<file path="src/rtl/mbpm_pkg.sv">
// Package for the masked byte pattern matcher: sizes, register indexes,
// payload structs and the configuration struct used by all modules but the queue.
// Depends on nothing.
package mbpm_pkg;

  localparam int MaxPatternBytes = 16;
  localparam int OffsetWidth     = 32;
  localparam int AddressWidth    = 48;

  localparam int PatternRegBytes = 16;
  localparam int PatMax  = (MaxPatternBytes < PatternRegBytes) ? MaxPatternBytes
                                                               : PatternRegBytes;
  localparam int LenW    = 5;
  localparam int LimitW  = 16;
  localparam int FillW   = $clog2(MaxPatternBytes + 1);
  localparam int CmpW    = (FillW > LenW) ? FillW : LenW;
  localparam int WinIdxW = (MaxPatternBytes > 1) ? $clog2(MaxPatternBytes) : 1;

  localparam int CfgIdxW  = 3;
  localparam int CfgDataW = 64;

  localparam logic [CfgIdxW-1:0] RegPatternLow  = 3'd0;
  localparam logic [CfgIdxW-1:0] RegPatternHigh = 3'd1;
  localparam logic [CfgIdxW-1:0] RegCareMask    = 3'd2;
  localparam logic [CfgIdxW-1:0] RegPatternLen  = 3'd3;
  localparam logic [CfgIdxW-1:0] RegResultLimit = 3'd4;
  localparam logic [CfgIdxW-1:0] RegRegionBase  = 3'd5;

  localparam int QueueDepth = 4;
  localparam int QueuePtrW  = $clog2(QueueDepth);
  localparam int QueueCntW  = $clog2(QueueDepth + 1);

  typedef struct packed {
    logic [7:0] data_byte;
    logic       end_of_buffer;
  } in_item_t;

  typedef struct packed {
    logic [OffsetWidth-1:0]  match_offset;
    logic [AddressWidth-1:0] match_address;
  } out_item_t;

  typedef struct packed {
    logic [8*PatternRegBytes-1:0] pattern;
    logic [PatternRegBytes-1:0]   care_mask;
    logic [LenW-1:0]              pattern_length;
    logic [LimitW-1:0]            result_limit;
    logic [AddressWidth-1:0]      region_base;
  } cfg_t;

endpackage

</file>
<file path="src/rtl/masked_byte_pattern_matcher.sv">
// Top level of the masked byte pattern matcher: configuration registers,
// front end, match queue and back end. Depends on mbpm_pkg and all mbpm modules.
//
//   Channel  Handshake                     Payload
//   input    push, full                    in_item_i (data_byte, end_of_buffer)
//   result   empty, pop                    out_item_o (match_offset, match_address)
//   config   cfg_valid_i, cfg_ready_o      cfg_index_i, cfg_data_i
//
// One byte is accepted per cycle while full is low; the window compare is done in the cycle of
// acceptance. A match passes through a four-entry queue and the address adder's output
// register before it reaches the result ports.
// Reset clears the configuration, the window, the counters and the queue pointers.
// Full rises only while the match queue holds four waiting results.
module masked_byte_pattern_matcher (
  input  logic                         clk_i,
  input  logic                         rst_ni,
  input  logic                         push,
  output logic                         full,
  input  mbpm_pkg::in_item_t           in_item_i,
  output logic                         empty,
  input  logic                         pop,
  output mbpm_pkg::out_item_t          out_item_o,
  input  logic                         cfg_valid_i,
  output logic                         cfg_ready_o,
  input  logic [mbpm_pkg::CfgIdxW-1:0]  cfg_index_i,
  input  logic [mbpm_pkg::CfgDataW-1:0] cfg_data_i
);

  mbpm_pkg::cfg_t                   cfg;
  logic                             accept;
  logic                             hit;
  logic [mbpm_pkg::OffsetWidth-1:0] hit_offset;
  logic [mbpm_pkg::OffsetWidth-1:0] q_offset;
  logic                             q_full, q_avail, q_take;

  assign full   = q_full;
  assign accept = push && !q_full;

  mbpm_cfg u_cfg (
    .clk_i       (clk_i),
    .rst_ni      (rst_ni),
    .cfg_valid_i (cfg_valid_i),
    .cfg_ready_o (cfg_ready_o),
    .cfg_index_i (cfg_index_i),
    .cfg_data_i  (cfg_data_i),
    .cfg_o       (cfg)
  );

  mbpm_front u_front (
    .clk_i    (clk_i),
    .rst_ni   (rst_ni),
    .cfg_i    (cfg),
    .accept_i (accept),
    .item_i   (in_item_i),
    .hit_o    (hit),
    .offset_o (hit_offset)
  );

  mbpm_queue u_queue (
    .clk_i     (clk_i),
    .rst_ni    (rst_ni),
    .wr_i      (hit),
    .wr_data_i (hit_offset),
    .full_o    (q_full),
    .rd_i      (q_take),
    .rd_data_o (q_offset),
    .avail_o   (q_avail)
  );

  mbpm_back u_back (
    .clk_i    (clk_i),
    .rst_ni   (rst_ni),
    .cfg_i    (cfg),
    .avail_i  (q_avail),
    .offset_i (q_offset),
    .take_o   (q_take),
    .empty_o  (empty),
    .pop_i    (pop),
    .out_o    (out_item_o)
  );

endmodule

</file>
<file path="src/rtl/mbpm_cfg.sv">
// Configuration register file of the masked byte pattern matcher.
// Depends on mbpm_pkg for register indexes and the configuration struct.
module mbpm_cfg (
  input  logic                         clk_i,
  input  logic                         rst_ni,
  input  logic                         cfg_valid_i,
  output logic                         cfg_ready_o,
  input  logic [mbpm_pkg::CfgIdxW-1:0]  cfg_index_i,
  input  logic [mbpm_pkg::CfgDataW-1:0] cfg_data_i,
  output mbpm_pkg::cfg_t               cfg_o
);

  mbpm_pkg::cfg_t cfg_q, cfg_d;

  assign cfg_ready_o = 1'b1;
  assign cfg_o       = cfg_q;

  always_comb begin
    cfg_d = cfg_q;
    if (cfg_valid_i) begin
      unique case (cfg_index_i)
        mbpm_pkg::RegPatternLow:  cfg_d.pattern[63:0]   = cfg_data_i;
        mbpm_pkg::RegPatternHigh: cfg_d.pattern[127:64] = cfg_data_i;
        mbpm_pkg::RegCareMask:
          cfg_d.care_mask = cfg_data_i[mbpm_pkg::PatternRegBytes-1:0];
        mbpm_pkg::RegPatternLen:
          cfg_d.pattern_length = cfg_data_i[mbpm_pkg::LenW-1:0];
        mbpm_pkg::RegResultLimit:
          cfg_d.result_limit = cfg_data_i[mbpm_pkg::LimitW-1:0];
        mbpm_pkg::RegRegionBase:
          cfg_d.region_base = cfg_data_i[mbpm_pkg::AddressWidth-1:0];
        default: begin
        end
      endcase
    end
  end

  always_ff @(posedge clk_i or negedge rst_ni) begin
    if (!rst_ni) begin
      cfg_q <= '0;
    end else begin
      cfg_q <= cfg_d;
    end
  end

endmodule

</file>
<file path="src/rtl/mbpm_front.sv">
// Front end: byte window, masked compare, buffer offset and match limit.
// Depends on mbpm_pkg; pushes match offsets into the match queue.
module mbpm_front (
  input  logic                             clk_i,
  input  logic                             rst_ni,
  input  mbpm_pkg::cfg_t                   cfg_i,
  input  logic                             accept_i,
  input  mbpm_pkg::in_item_t               item_i,
  output logic                             hit_o,
  output logic [mbpm_pkg::OffsetWidth-1:0] offset_o
);

  logic [7:0] win_q [mbpm_pkg::MaxPatternBytes];
  logic [7:0] win_d [mbpm_pkg::MaxPatternBytes];
  logic [mbpm_pkg::OffsetWidth-1:0] seen_q, seen_d, seen_inc;
  logic [mbpm_pkg::FillW-1:0]       fill_q, fill_d, fill_inc;
  logic [mbpm_pkg::LimitW-1:0]      rep_q, rep_d;
  logic [mbpm_pkg::LenW-1:0]        len_eff;
  logic [mbpm_pkg::WinIdxW-1:0]     idx;
  logic                             mismatch;
  logic                             under_limit;

  always_comb begin
    if (cfg_i.pattern_length > mbpm_pkg::LenW'(mbpm_pkg::PatMax)) begin
      len_eff = mbpm_pkg::LenW'(mbpm_pkg::PatMax);
    end else begin
      len_eff = cfg_i.pattern_length;
    end
  end

  always_comb begin
    win_d[0] = item_i.data_byte;
    for (int i = 1; i < mbpm_pkg::MaxPatternBytes; i++) begin
      win_d[i] = win_q[i-1];
    end
  end

  assign seen_inc = seen_q + mbpm_pkg::OffsetWidth'(1);
  assign fill_inc = (fill_q < mbpm_pkg::FillW'(mbpm_pkg::MaxPatternBytes))
                    ? fill_q + mbpm_pkg::FillW'(1) : fill_q;

  always_comb begin
    mismatch = 1'b0;
    idx      = '0;
    for (int k = 0; k < mbpm_pkg::PatMax; k++) begin
      idx = mbpm_pkg::WinIdxW'(len_eff - mbpm_pkg::LenW'(1) - mbpm_pkg::LenW'(k));
      if ((mbpm_pkg::LenW'(k) < len_eff) && cfg_i.care_mask[k] &&
          (cfg_i.pattern[8*k +: 8] != win_d[idx])) begin
        mismatch = 1'b1;
      end
    end
  end

  assign under_limit = (cfg_i.result_limit == '0) || (rep_q < cfg_i.result_limit);
  assign hit_o = accept_i && (len_eff != '0) && !mismatch && under_limit &&
                 (mbpm_pkg::CmpW'(fill_inc) >= mbpm_pkg::CmpW'(len_eff));
  assign offset_o = seen_inc - mbpm_pkg::OffsetWidth'(len_eff);

  always_comb begin
    seen_d = seen_q;
    fill_d = fill_q;
    rep_d  = rep_q;
    if (accept_i) begin
      if (item_i.end_of_buffer) begin
        seen_d = '0;
        fill_d = '0;
        rep_d  = '0;
      end else begin
        seen_d = seen_inc;
        fill_d = fill_inc;
        if (hit_o && (rep_q != '1)) begin
          rep_d = rep_q + mbpm_pkg::LimitW'(1);
        end
      end
    end
  end

  always_ff @(posedge clk_i or negedge rst_ni) begin
    if (!rst_ni) begin
      seen_q <= '0;
      fill_q <= '0;
      rep_q  <= '0;
      for (int i = 0; i < mbpm_pkg::MaxPatternBytes; i++) begin
        win_q[i] <= '0;
      end
    end else begin
      seen_q <= seen_d;
      fill_q <= fill_d;
      rep_q  <= rep_d;
      if (accept_i) begin
        for (int i = 0; i < mbpm_pkg::MaxPatternBytes; i++) begin
          win_q[i] <= win_d[i];
        end
      end
    end
  end

endmodule

</file>
<file path="src/rtl/mbpm_queue.sv">
// Short queue of match offsets between the front end and the back end.
// Depends on mbpm_pkg for its depth and entry width.
module mbpm_queue (
  input  logic                             clk_i,
  input  logic                             rst_ni,
  input  logic                             wr_i,
  input  logic [mbpm_pkg::OffsetWidth-1:0] wr_data_i,
  output logic                             full_o,
  input  logic                             rd_i,
  output logic [mbpm_pkg::OffsetWidth-1:0] rd_data_o,
  output logic                             avail_o
);

  logic [mbpm_pkg::OffsetWidth-1:0] mem_q [mbpm_pkg::QueueDepth];
  logic [mbpm_pkg::QueuePtrW-1:0]   wr_ptr_q, rd_ptr_q;
  logic [mbpm_pkg::QueueCntW-1:0]   cnt_q;
  logic                             do_wr, do_rd;

  assign full_o    = (cnt_q == mbpm_pkg::QueueCntW'(mbpm_pkg::QueueDepth));
  assign avail_o   = (cnt_q != '0);
  assign rd_data_o = mem_q[rd_ptr_q];
  assign do_wr     = wr_i && !full_o;
  assign do_rd     = rd_i && avail_o;

  always_ff @(posedge clk_i) begin
    if (do_wr) begin
      mem_q[wr_ptr_q] <= wr_data_i;
    end
  end

  always_ff @(posedge clk_i or negedge rst_ni) begin
    if (!rst_ni) begin
      wr_ptr_q <= '0;
      rd_ptr_q <= '0;
      cnt_q    <= '0;
    end else begin
      if (do_wr) begin
        wr_ptr_q <= (wr_ptr_q == mbpm_pkg::QueuePtrW'(mbpm_pkg::QueueDepth - 1))
                    ? '0 : wr_ptr_q + mbpm_pkg::QueuePtrW'(1);
      end
      if (do_rd) begin
        rd_ptr_q <= (rd_ptr_q == mbpm_pkg::QueuePtrW'(mbpm_pkg::QueueDepth - 1))
                    ? '0 : rd_ptr_q + mbpm_pkg::QueuePtrW'(1);
      end
      if (do_wr && !do_rd) begin
        cnt_q <= cnt_q + mbpm_pkg::QueueCntW'(1);
      end else if (do_rd && !do_wr) begin
        cnt_q <= cnt_q - mbpm_pkg::QueueCntW'(1);
      end
    end
  end

endmodule

</file>
<file path="src/rtl/mbpm_back.sv">
// Back end: adds the region base to each queued offset and holds the result.
// Depends on mbpm_pkg for the result struct and the configuration struct.
module mbpm_back (
  input  logic                             clk_i,
  input  logic                             rst_ni,
  input  mbpm_pkg::cfg_t                   cfg_i,
  input  logic                             avail_i,
  input  logic [mbpm_pkg::OffsetWidth-1:0] offset_i,
  output logic                             take_o,
  output logic                             empty_o,
  input  logic                             pop_i,
  output mbpm_pkg::out_item_t              out_o
);

  logic                valid_q;
  mbpm_pkg::out_item_t out_q;

  assign take_o  = avail_i && (!valid_q || pop_i);
  assign empty_o = !valid_q;
  assign out_o   = out_q;

  always_ff @(posedge clk_i or negedge rst_ni) begin
    if (!rst_ni) begin
      valid_q <= 1'b0;
    end else if (take_o) begin
      valid_q <= 1'b1;
    end else if (pop_i) begin
      valid_q <= 1'b0;
    end
  end

  always_ff @(posedge clk_i) begin
    if (take_o) begin
      out_q.match_offset  <= offset_i;
      out_q.match_address <= cfg_i.region_base +
                             mbpm_pkg::AddressWidth'(offset_i);
    end
  end

endmodule
</file>
<file path="config.mk">
export PLATFORM = sky130hd
export DESIGN_NAME = masked_byte_pattern_matcher
export DESIGN_NICKNAME = d
export VERILOG_FILES = /design/src/rtl/mbpm_pkg.sv /design/src/rtl/masked_byte_pattern_matcher.sv /design/src/rtl/mbpm_cfg.sv /design/src/rtl/mbpm_front.sv /design/src/rtl/mbpm_queue.sv /design/src/rtl/mbpm_back.sv
export SDC_FILE = /design/constraint.sdc
export NUM_CORES = 1
export LEC_CHECK = 0
export BUFFER_PORTS_ARGS = -buffer_cell sky130_fd_sc_hd__buf_2
export CORE_ASPECT_RATIO = 0.8
export CORE_MARGIN = 8
export CORE_UTILIZATION = 51
export DETAILED_ROUTE_END_ITERATION = 16
export PLACE_DENSITY = 0.69
export RECOVER_POWER = 100
export SETUP_SLACK_MARGIN = 0.15
export SKIP_LAST_GASP = 1
export SLEW_MARGIN = 10
export SYNTH_ARGS = -nofsm -noshare
export SYNTH_HDL_FRONTEND = slang
export SYNTH_SLANG_ARGS = --single-unit
</file>
<file path="constraint.sdc">
create_clock -name clk_i -period 7 [get_ports clk_i]
set_clock_uncertainty 0.1 [all_clocks]
set_input_delay 1.05 -clock clk_i [delete_from_list [all_inputs] [get_ports clk_i]]
set_output_delay 1.05 -clock clk_i [all_outputs]
set_load 0.01 [all_outputs]
</file>
**Yosys cells after proc, flatten, opt, wreduce, memory -nomap -nowiden**

Memory sizes are Yosys's and may differ from the RTL's.
Cells that the tools add are included.

- Reductions and logical operators: 64
- Bitwise gates (word level): 16
- Equal/unequal tests: 25
- Mux-type cells: 78
- $lt $le $gt $ge: 36
- Add/sub/neg operators: 25

Operators with widths:

| cell | number |
|---|---|
| $bmux 8 s4 | 16 |
| $mux 8 | 32 |
| $ne 8x8->1 | 16 |
| $ge 5x5->1 const B | 16 |
| $not 4->5 | 16 |
| $add 48x32->48 | 1 |
| $logic_and 1x1->1 | 43 |
| $lt 4x5->1 const A | 8 |
| $add 32x1->32 const B | 1 |
| $mux 16 | 2 |
| $mux 32 | 1 |
| $sub 32x5->32 | 1 |
| $sub 4x4->4 const B | 8 |
| $lt 3x5->1 const A | 4 |
| $mux 1 | 20 |
| $add 16x1->16 const B | 1 |
| $logic_not 16->1 | 1 |
| $lt 16x16->1 | 1 |
| $ne 16x16->1 const B | 1 |
| $sub 4x3->4 const B | 4 |
| $mux 5 | 3 |
| $reduce_and 2->1 | 7 |
| $lt 1x5->1 const A | 2 |
| $lt 2x5->1 const A | 2 |
| 21 further kinds | 37 |

- Bits in registers: 474
- Word-level logic and storage cells: 275
- Memory bits (writable): 128
- Memories kept: 1
- Input port bits: 81

Memory list:

| memory | words | width | rd ports | clocked after memory_dff | write ports | line | text |
|---|---|---|---|---|---|---|---|
| u_queue.mem_q | 4 | 32 | 1 | 0 | 1 | mbpm_queue.sv:14 | `logic [mbpm_pkg::OffsetWidth-1:0] mem_q [mbpm_pkg::QueueDepth];` |

**Depth between registers and ports, before layout**

Gate-level depths: netlist of the first run.

- Depth in word-level cells: 34
- Mapped depth: 30

**Hierarchy**

A second synthesis of the first run with hierarchy kept.

- Cells, all modules: 3129
- Area, all modules: 37113.1 um^2

Modules (own cells, without submodules):

| module | area an instance (um^2) | sequential area each (um^2) | cells each | times used |
|---|---|---|---|---|
| mbpm_front | 19124.6 | 4329.2 | 2084 | 1 |
| mbpm_cfg | 8334.2 | 5330.1 | 457 | 1 |
| mbpm_queue | 5124.9 | 4018.9 | 205 | 1 |
| mbpm_back | 4515.6 | 2427.3 | 382 | 1 |
| masked_byte_pattern_matcher | 13.8 | 0.0 | 1 | 1 |

**Worst setup path before layout of the first run**

No wires, ideal clock.

- Path type: register to register
- Start point: register u_cfg.cfg_q, in the netlist u_cfg.cfg_o[68]
- End point: memory u_queue.mem_q[0][0] in the netlist's numbering, enable pin
- Required time: 6508 ps
- Stages on the path, launching flop included: 23
- Library setup time: 392 ps
- Path slack: -42 ps
- Arrival: 6550 ps
- Path through: dfrtp_1 nand2b_1 clkbuf_1 clkbuf_1 clkbuf_1 ha_1 inv_2 buf_1 clkbuf_1 ha_1 or3b_1 a21oi_1 nor4_1 nor2_1 buf_2 a21oi_1 xnor2_1 and4_1 a31oi_1 or4_1 nor3b_1 and4_1 and2_1

- Word-level cells in the longest chain between the ends: 32
- Elaborated cells between the ends (all ways): 172
- Classes of those cells: add/sub: 16; order compare: 18; eq/ne: 16; mux: 67; bitwise: 16; reduce/logical: 39

RTL lines:

| item | line | text |
|---|---|---|
| from (decl) | mbpm_cfg.sv:13 | `mbpm_pkg::cfg_t cfg_q, cfg_d;` |
| from (signal assigned) | mbpm_cfg.sv:42 | `cfg_q <= cfg_d;` |
| $gt 5x5->1 | mbpm_front.sv:24 | `if (cfg_i.pattern_length > mbpm_pkg::LenW'(mbpm_pkg::PatMax)) begin` |
| $mux 5 (*) | mbpm_front.sv:24 |  |
| $sub 4x1->4 | mbpm_front.sv:46 | `idx = mbpm_pkg::WinIdxW'(len_eff - mbpm_pkg::LenW'(1) - mbpm_pkg::LenW'(k));` |
| $sub 4x1->4 or $not 4->5 (tied branches) | mbpm_front.sv:46, mbpm_front.sv:48 |  |
| $not 4->5 (implied by the code) or $bmux 8 s4 (tied branches) | mbpm_front.sv:48 | `(cfg_i.pattern[8*k +: 8] != win_d[idx])) begin` |
| $bmux 8 s4 or $mux 8 (tied branches) | mbpm_front.sv:48 |  |
| $mux 8 (implied by the code) | mbpm_front.sv:48 |  |
| $mux 8 (implied by the code) or $ne 8x8->1 (tied branches) | mbpm_front.sv:48 |  |
| (+2 left out) | - |  |
| $mux 1 (15 in a row) | mbpm_front.sv:47 | `if ((mbpm_pkg::LenW'(k) < len_eff) && cfg_i.care_mask[k] &&` |
| $logic_not 1->1 | mbpm_front.sv:55 | `assign hit_o = accept_i && (len_eff != '0) && !mismatch && under_limit &&` |
| $logic_and 1x1->1 (2 in a row) | mbpm_front.sv:55 |  |
| $logic_and 1x1->1 (*) | mbpm_front.sv:55 |  |
| $logic_and 1x1->1 (*) | mbpm_queue.sv:22 | `assign do_wr = wr_i && !full_o;` |
| net u_queue.do_wr | mbpm_queue.sv:17 | `logic do_wr, do_rd;` |
| $mux 1 (*) | mbpm_queue.sv:26 | `if (do_wr) begin` |
| $mux 1 (implied by the code) (*) | mbpm_queue.sv:27 | `mem_q[wr_ptr_q] <= wr_data_i;` |
| to (decl) | mbpm_queue.sv:14 |  |

Mark *: on every way through the listed nets, which the timed path passes. The rest lies on a longest branch. The select of a mux whose other input is x is not followed.

**Worst setup path after layout of the first run**

- Start point: register u_cfg.cfg_q, in the netlist u_cfg.cfg_o[68]
- End point: register u_queue.cnt_q[2] in the netlist's numbering

- Word-level cells in the longest chain between the ends: 33
- Elaborated cells between the ends (all ways): 175
- Classes of those cells: add/sub: 16; order compare: 18; eq/ne: 16; mux: 66; bitwise: 16; reduce/logical: 43

RTL lines:

| item | line | text |
|---|---|---|
| $gt 5x5->1 | mbpm_front.sv:24 |  |
| $mux 5 (*) | mbpm_front.sv:24 |  |
| $sub 4x1->4 | mbpm_front.sv:46 |  |
| $sub 4x1->4 or $not 4->5 (tied branches) | mbpm_front.sv:46, mbpm_front.sv:48 |  |
| $not 4->5 (implied by the code) or $bmux 8 s4 (tied branches) | mbpm_front.sv:48 |  |
| $bmux 8 s4 or $mux 8 (tied branches) | mbpm_front.sv:48 |  |
| $mux 8 (implied by the code) | mbpm_front.sv:48 |  |
| $mux 8 (implied by the code) or $ne 8x8->1 (tied branches) | mbpm_front.sv:48 |  |
| (+17 left out) | - |  |
| $logic_not 1->1 | mbpm_front.sv:55 |  |
| $logic_and 1x1->1 (2 in a row) | mbpm_front.sv:55 |  |
| $logic_and 1x1->1 (*) | mbpm_front.sv:55 |  |
| $logic_and 1x1->1 (*) | mbpm_queue.sv:22 |  |
| net u_queue.do_wr | mbpm_queue.sv:17 |  |
| $logic_not 1->1 | mbpm_queue.sv:47 | `end else if (do_rd && !do_wr) begin` |
| $logic_and 1x1->1 | mbpm_queue.sv:47 |  |
| $reduce_bool 2->1 (no line) | - |  |
| to (signal assigned) | mbpm_queue.sv:46 | `cnt_q <= cnt_q + mbpm_pkg::QueueCntW'(1);` |
| to (signal assigned) | mbpm_queue.sv:48 | `cnt_q <= cnt_q - mbpm_pkg::QueueCntW'(1);` |
| to (decl) | mbpm_queue.sv:16 | `logic [mbpm_pkg::QueueCntW-1:0] cnt_q;` |

Marked as above.
A chain may end at the register's enable or synchronous reset.

==> results of run 1 <==
-- worst max-delay path by stage --
stage	from	to	slack (ns)	cells past startpoint
after global placement	u_cfg.cfg_o[68]	u_queue.cnt_q[2]	0.61	23
final	u_cfg.cfg_o[68]	u_queue.cnt_q[2]	0.53	23
after CTS	u_cfg.cfg_o[68]	u_queue.cnt_q[2]	0.46	20
after global routing	u_cfg.cfg_o[68]	u_queue.cnt_q[2]	0.09	23
after detailed placement	u_cfg.cfg_o[68]	u_queue.cnt_q[2]	0.54	20
after floorplan	u_cfg.cfg_o[68]	u_queue.cnt_q[2]	0.30	27
-- power by group through the flow --
stage / clock (mW) / combinational [mW] / sequential, mW
3_5_place_dp: 0 / 9.93 / 5.94
5_1_grt: 3.68 / 10.8 / 6.04
3_3_place_gp: 0 / 9.84 / 5.93
4_1_cts: 3.55 / 9.97 / 5.88
2_1_floorplan: 0 / 7.08 / 5.57
6_report: 3.50 / 10.1 / 5.96
-- layer usage --
layer / track usage, % / routed length (um) / vias to the layer above
li1: - / - / 12860
met1: 42.02 / 52610 / 14450
met2: 37.33 / 46920 / 1515
met3: 11.10 / 16790 / 212
met4: 7.870 / 3425 / 0
met5: 0 / 0 / -
-- state kept, by name (all words and copies together) (netlist names) --
name / cells
u_queue.mem_q: 128
u_queue.cnt_q: 3
u_cfg.cfg_o: 213
u_front.win_d: 120
u_front.rep_q: 16
u_queue.wr_ptr_q: 2
u_back.out_o: 80
u_back.valid_q: 1
u_queue.rd_ptr_q: 2
u_front.seen_q: 32
u_front.fill_q: 5
-- critical path, stage by stage, from the launching register on --
cell	delay (ns)
dfrtp_1	0.45
nor2b_4	0.21
inv_8	0.13
ha_1	0.23
xnor2_1	0.26
buf_6	0.30
ha_1	0.22
buf_4	0.31
mux4_2	0.55
and3_1	0.21
o21ai_1	0.13
nand4b_1	0.19
nor4b_1	0.34
nand4_1	0.15
o31a_1	0.33
nor4_2	0.44
buf_4	0.36
and4_1	0.31
ha_1	0.20
inv_1	0.06
fa_1	0.37
xor2_1	0.17
nor2_1	0.11
xor2_1	0.16
-- area by class of cell --
cell class,count,area (um2)
Fill cell,6144,31290
Multi-Input combinational cell,2557,20030
Sequential cell,602,16110
Clock buffer,69,1597
Timing Repair Buffer,239,1282
Tap cell,945,1182
Clock inverter,44,555.5
Inverter,75,289.0
Antenna cell,2,5.005
-- Yosys cell counts (21+ instances only) --
cell type and number:
a211oi_1 33, a21o_1 32, a21oi_1 95, a31oi_1 26
and3_1 35, buf_1 25, buf_2 35, clkbuf_1 135
dfrtp_1 394, edfxtp_1 208, ha_1 79, inv_1 69
mux2_2 215, mux2i_1 270, mux4_2 137, nand2_1 557
nand2b_1 36, nand3_1 55, nand4_1 40, nor2_1 122
nor2b_1 30, nor3_1 54, nor3b_1 21, nor4_1 27
o21ai_0 138, o31ai_1 21, xnor2_1 146, xor2_1 92
-- cell families after synthesis --
kind of cell | Yosys count | share of synthesized area, %
adder cells (fa/ha/maj) | 82 | 2.807
other | 1 | 0.01004
AO/OA/AOI/OAI | 543 | 9.723
AND/OR/NAND/NOR | 1068 | 13.39
XOR/XNOR | 239 | 5.624
multiplexers | 624 | 22.04
buffers and inverters | 289 | 3.292
flip-flops | 602 | 43.11
-- metrics by stage --
stage	setup slack (ns)	area (um2)	util, %	cells
6_report	0.5342	41050	56.74	4533
3_3_place_gp	0.6057	39110	54.07	4418
5_1_grt	0.09438	41040	56.74	4531
3_5_place_dp	0.5351	39110	54.07	4418
4_1_cts	0.4571	41260	57.04	4531
2_1_floorplan	0.3041	37360	-	3448
-- timing repair --
item                                    in CTS  in global routing
endpoints found under the setup margin       0                  2
setup buffers                                0                  0
resized for setup                            0                  3
hold buffers                                 0                  0
==> flow_summary_export.csv, run 1 <==
group,metric,value,unit
run_status,outcome,"finished with violations",
run_status,violations,"capacitance limit, slew limit",
finish,mostFrequentLayoutCells,"557 x nand2_1, 392 x dfrtp_1, 270 x mux2i_1",
critical_path,reg2regPathDepth,23,
synthesis,ys_dominant_reg_cell,"dfrtp_1",
drt,vias_per_cell,6.407,
power_and_ir_drop,switching_share,44.04,%
global_route,grt_pass1_wl,177.7,mm
critical_path,setup.worst_path.start_class,"flip-flop",
die,rows,88,
critical_path,cp.required,7.45,ns
critical_path,crit_fanout,30,
job,drv_cap,10,
synthesis,ys_top_cells_by_area,"dfrtp_1 26%, edfxtp_1 17%, mux4_2 8.3%",
placed_design,globalplace.congestion,1.051,
global_route,overflow,0,
die,core-area,0.07234,mm2
synthesis,ys_ff_latch,602,
timing,slew_viol_final,648,
timing,worstMarginPinSlew,5.400,ns
clock_network,numCtsBuffers,60,
synthesis,synth_top_area_share,26.39,%
timing,min_period,6.466,ns
critical_path,ff2ff_setup_slack,0.53,ns
clock_network,clk_latency,0.69,ns
critical_path,critPathKind,"flip-flop to flip-flop",
global_route,grt_max_degree,162,
timing,rsz0062_at_grt,"false",
drt,ant_nets,0,
synthesis,yosys_warnings,0,
die,chipHeight,258.1,um
timing,fin_tns_setup,0,ns
die,fp.dieW,318.6,um
clock_network,cts.sinks,602,
die,ios,164,
synthesis,async_flop_share,65.45,%
critical_path,cp_data_arrival_time,6.91,ns
global_route,antenna_found_initial,7,
clock_network,clk_pin_slew_worst_paths,0.07,ns
finish,final_common_cell,"nand2_1",
drt,avgRoutedWirePerCell,26.42,um
synthesis,synthDistinctLibCells,91,
drt,first_iter_violations,3540,
power_and_ir_drop,power_frac_seq,30.4,%
die,initial_utilization,51.64,%
synthesis,syn_inst,3448,
power_and_ir_drop,switching_power,8.636,mW
min_path,hold_start,"u_queue.cnt_q[2]",
critical_path,worst_setup_path_end_kind,"flip-flop",
power_and_ir_drop,internal-power,10.97,mW
timing,holdWs,0.3856,ns
timing,hold_viol,0,
timing,period_share,92.37,%
drt,drt-total-wl,119.7,mm
min_path,holdPathEnd,"u_queue.cnt_q[2]",
synthesis,synth_area_per_cell,10.83,um2
finish,drive_gt1_share,17.71,%
clock_network,cts_tree,"yes",
synthesis,synth_edf_count,208,
power_and_ir_drop,p_leak,16.92,nW
synthesis,syn_nets,3611,
synthesis,ys_seq_area_share,43.11,%
power_and_ir_drop,p_total,19.61,mW
power_and_ir_drop,powerDensity,477.7,mW/mm2
clock_network,cts_root_buf,"clkbuf_16",
global_route,grt_pass1_vias,26890,
die,dieArea,0.08222,mm2
placed_design,place_hpwl,88.14,mm
finish,nets,3698,
synthesis,synth.largest_area_cell,"dfrtp_1",
finish,area_delta_synth_final,9.884,%
drt,drc,0,
global_route,grt.total_usage,28.15,%
critical_path,r2r-end,"u_queue.cnt_q[2]",
drt,drtPass1Iterations,5,
min_path,whs_path_depth,1,
timing,setup_violations,0,
power_and_ir_drop,power_frac_comb,51.7,%
clock_network,htree_levels,2,
power_and_ir_drop,clkPwrFrac,17.9,%
clock_network,clockBufferDepth,3,
timing,slew-limit-headroom,-260.0,%
critical_path,worstReg2RegStart,"u_cfg.cfg_o[68]",
timing,fmax,154.7,MHz
min_path,hold_class,"flip-flop to flip-flop",
placed_design,io_buffers,162,
drt,via_count,29040,
synthesis,synth.cell_area,0.03736,mm2
power_and_ir_drop,ir_drop,0.0002806,V
Power figures use the tool's default switching activity.
==> inputs of run 2 (changes only) <==
--- a/config.mk
+++ b/config.mk
@@ -5,12 +5,12 @@
 export SDC_FILE = /design/constraint.sdc
 export NUM_CORES = 1
 export LEC_CHECK = 0
-export BUFFER_PORTS_ARGS = -buffer_cell sky130_fd_sc_hd__buf_2
 export CORE_ASPECT_RATIO = 0.8
 export CORE_MARGIN = 8
 export CORE_UTILIZATION = 51
 export DETAILED_ROUTE_END_ITERATION = 16
-export PLACE_DENSITY = 0.69
+export DONT_BUFFER_PORTS = 1
+export PLACE_DENSITY = 0.67
 export RECOVER_POWER = 100
 export SETUP_SLACK_MARGIN = 0.15
 export SKIP_LAST_GASP = 1
==> run 2 against run 1 <==
  * The run still ends with capacitance limit, slew limit left
  * Utilization shrank 0.62 points
  * Sequential power grew 0.7%
  * Total power is essentially flat
  * Clock power is essentially flat
  * Via count shrank 0.35%
  * First-iteration DRC count grew 2.2%
  * Routed wire length grew 6.6%
  * Non-clock buffer count shrank 124
  * Combinational power is essentially flat
  * Hold slack lost 0.32 ns
  * Critical path depth shrank 7
  * Cell area shrank 1.1%
  * Critical endpoint is now u_front.rep_q[9]
  * Largest cell class unchanged
  * Largest power group unchanged
==> flow_summary_export.csv, run 2 (same netlist as run 1, synthesis figures left out) <==
group,metric,value,unit
drt,via_count,28940,
timing,slew_viol_final,609,
power_and_ir_drop,powerDensity,482.6,mW/mm2
timing,hold_viol,0,
finish,post_layout_nonfiller_instances,4421,
finish,nFillCells,6077,
drt,avgRoutedWirePerCell,28.88,um
timing,fin_tns_setup,0,ns
critical_path,cp.required,7.38,ns
placed_design,place_hpwl,93.47,mm
critical_path,critPathKind,"flip-flop to flip-flop",
critical_path,setup.worst_path.start_class,"flip-flop",
clock_network,numCtsBuffers,61,
finish,largest_register_ffs,213,
timing,setup_violations,0,
global_route,grt.total_usage,30.27,%
finish,mostFrequentLayoutCells,"557 x nand2_1, 392 x dfrtp_1, 270 x mux2i_1",
placed_design,io_buffers,0,
die,core-area,0.07234,mm2
finish,nets,3575,
clock_network,clk_latency,0.66,ns
die,rows,88,
drt,highest_layer,"met5",
drt,drt-total-wl,127.7,mm
finish,final_common_cell,"nand2_1",
min_path,hold_class,"input port to async pin",
critical_path,cpLargestDelayFamily,"simple AND/OR/NAND/NOR gates",
clock_network,clockBufferDepth,3,
critical_path,crit_path_max_incr_delay,0.70,ns
timing,period_share,95.81,%
drt,vias_per_cell,6.546,
critical_path,critPathBufInv,5,
drt,drc,0,
clock_network,cts.sinks,602,
drt,wl_met1,57.63,mm
job,drv_cap,11,
critical_path,cp_data_arrival_time,7.09,ns
clock_network,cts.repair.resized,0,
drt,ant_nets,0,
critical_path,crit_path_top_delay_cell,"clkbuf_1",
power_and_ir_drop,p_total,19.59,mW
placed_design,pre_cts_slack,0.7711,ns
power_and_ir_drop,p_leak,16.71,nW
finish,area_delta_synth_final,8.682,%
drt,drtPass1Iterations,6,
global_route,overflow,0,
drt,wl_met2,51.01,mm
finish,drive_gt1_share,16.94,%
die,dieArea,0.08222,mm2
critical_path,worst_path_most_repeated_cell,"clkbuf_1",
timing,setup_ws,0.2935,ns
drt,first_iter_violations,3618,
clock_network,cts_setup_buffers,0,
run_status,violations,"capacitance limit, slew limit",
die,initial_utilization,51.64,%
clock_network,cts_root_buf,"clkbuf_16",
critical_path,path_cells,"buf_4 > nor2b_1 > inv_1 > clkbuf_1 > clkbuf_1 > a211oi_1 > nor3_1 > nor3_1 > o2111ai_1 > o311a_1 > nor4b_2 > nand3_1 > nor4_4 > clkbuf_1 > and3_1 > o311ai_0",
timing,min_period,6.706,ns
placed_design,globalplace.congestion,0.9886,
timing,slew-limit-headroom,-228.1,%
global_route,antenna_found_initial,6,
global_route,grt_pass1_vias,27420,
power_and_ir_drop,ir_drop,0.0002543,V
die,fp.dieW,318.6,um
placed_design,dp.cells,4289,
drt,met3_wirelength,15.54,mm
finish,multi_input_area,0.02005,mm2
critical_path,crit_fanout,18,
timing,worstMarginPinSlew,4.922,ns
die,chipHeight,258.1,um
clock_network,htree_levels,2,
die,ios,164,
timing,fmax,149.1,MHz
critical_path,worst_setup_path_end_kind,"flip-flop",
global_route,grt_pass1_wl,188.9,mm
clock_network,clk_pin_slew_worst_paths,0.06,ns
clock_network,cts_tree,"yes",
timing,rsz0062_at_grt,"false",
global_route,grt_max_degree,252,
run_status,outcome,"finished with violations",
finish,layout.area.seq,0.01611,mm2
[run 2: changes by cell type in the layout (fill, tap and decap cells not counted), moves of 8 or more]
cell,previous run,this run
clkbuf_8,4,12
clkbuf_2,0,8
diode_2,2,11
buf_2,77,0
clkbuf_1,101,28
buf_4,56,85
clkinvlp_4,10,1
[run 2: area by class of cell]
cell class | instances | share of cell area [%]
Antenna cell | 11 | 0.06780
Multi-Input combinational cell | 2557 | 49.37
Clock inverter | 30 | 0.9338
Inverter | 75 | 0.7119
Sequential cell | 602 | 39.68
Tap cell | 945 | 2.912
Timing Repair Buffer | 115 | 2.037
Clock buffer | 86 | 4.287
[run 2: worst paths after layout]
| check | start | to | slack [ns] | depth (start not counted) |
|---|---|---|---|---|
| max in group asynchronous | rst_ni | u_cfg.cfg_o[65] | 1.16 | 1 |
| min in group clk_i | u_queue.cnt_q[2] | u_queue.cnt_q[2] | 0.39 | 1 |
| worst min-delay path | rst_ni | u_front.rep_q[14] | 0.07 | 0 |
| worst min register to register | u_queue.cnt_q[2] | u_queue.cnt_q[2] | 0.39 | 1 |
| worst max register to register | u_cfg.cfg_o[68] | u_front.rep_q[9] | 0.29 | 16 |
| worst max-delay path | u_cfg.cfg_o[68] | u_front.rep_q[9] | 0.29 | 16 |
[run 2: power by group]
group	switching (mW)	internal, mW
logic	5.99	4.14
clock network	1.45	2.03
registers	1.15	4.85
total	8.58	11.0
[run 2: through the flow]
step                      util (%)  instance area, um2  hold WS (ns)
after floorplan                  -               37360        0.3560
after global placement       53.31               38560        0.3845
after detailed placement     53.31               38560        0.3837
after CTS                    56.33               40750      0.008230
final                        56.12               40600       0.06535
after global routing         56.10               40580       0.03028
[run 2: routing by layer]
layer / vias to the layer above / GRT usage [%]
met4: 10 / 8.084
li1: 12600 / -
met2: 1546 / 40.92
met5: - / 0.4091
met3: 179 / 9.027
met1: 14600 / 46.51
[run 2: what timing repair did]
action	4_1_cts	5_1_grt
endpoints found under the hold margin	108	0
hold buffers	5	0
setup endpoints to repair	0	0
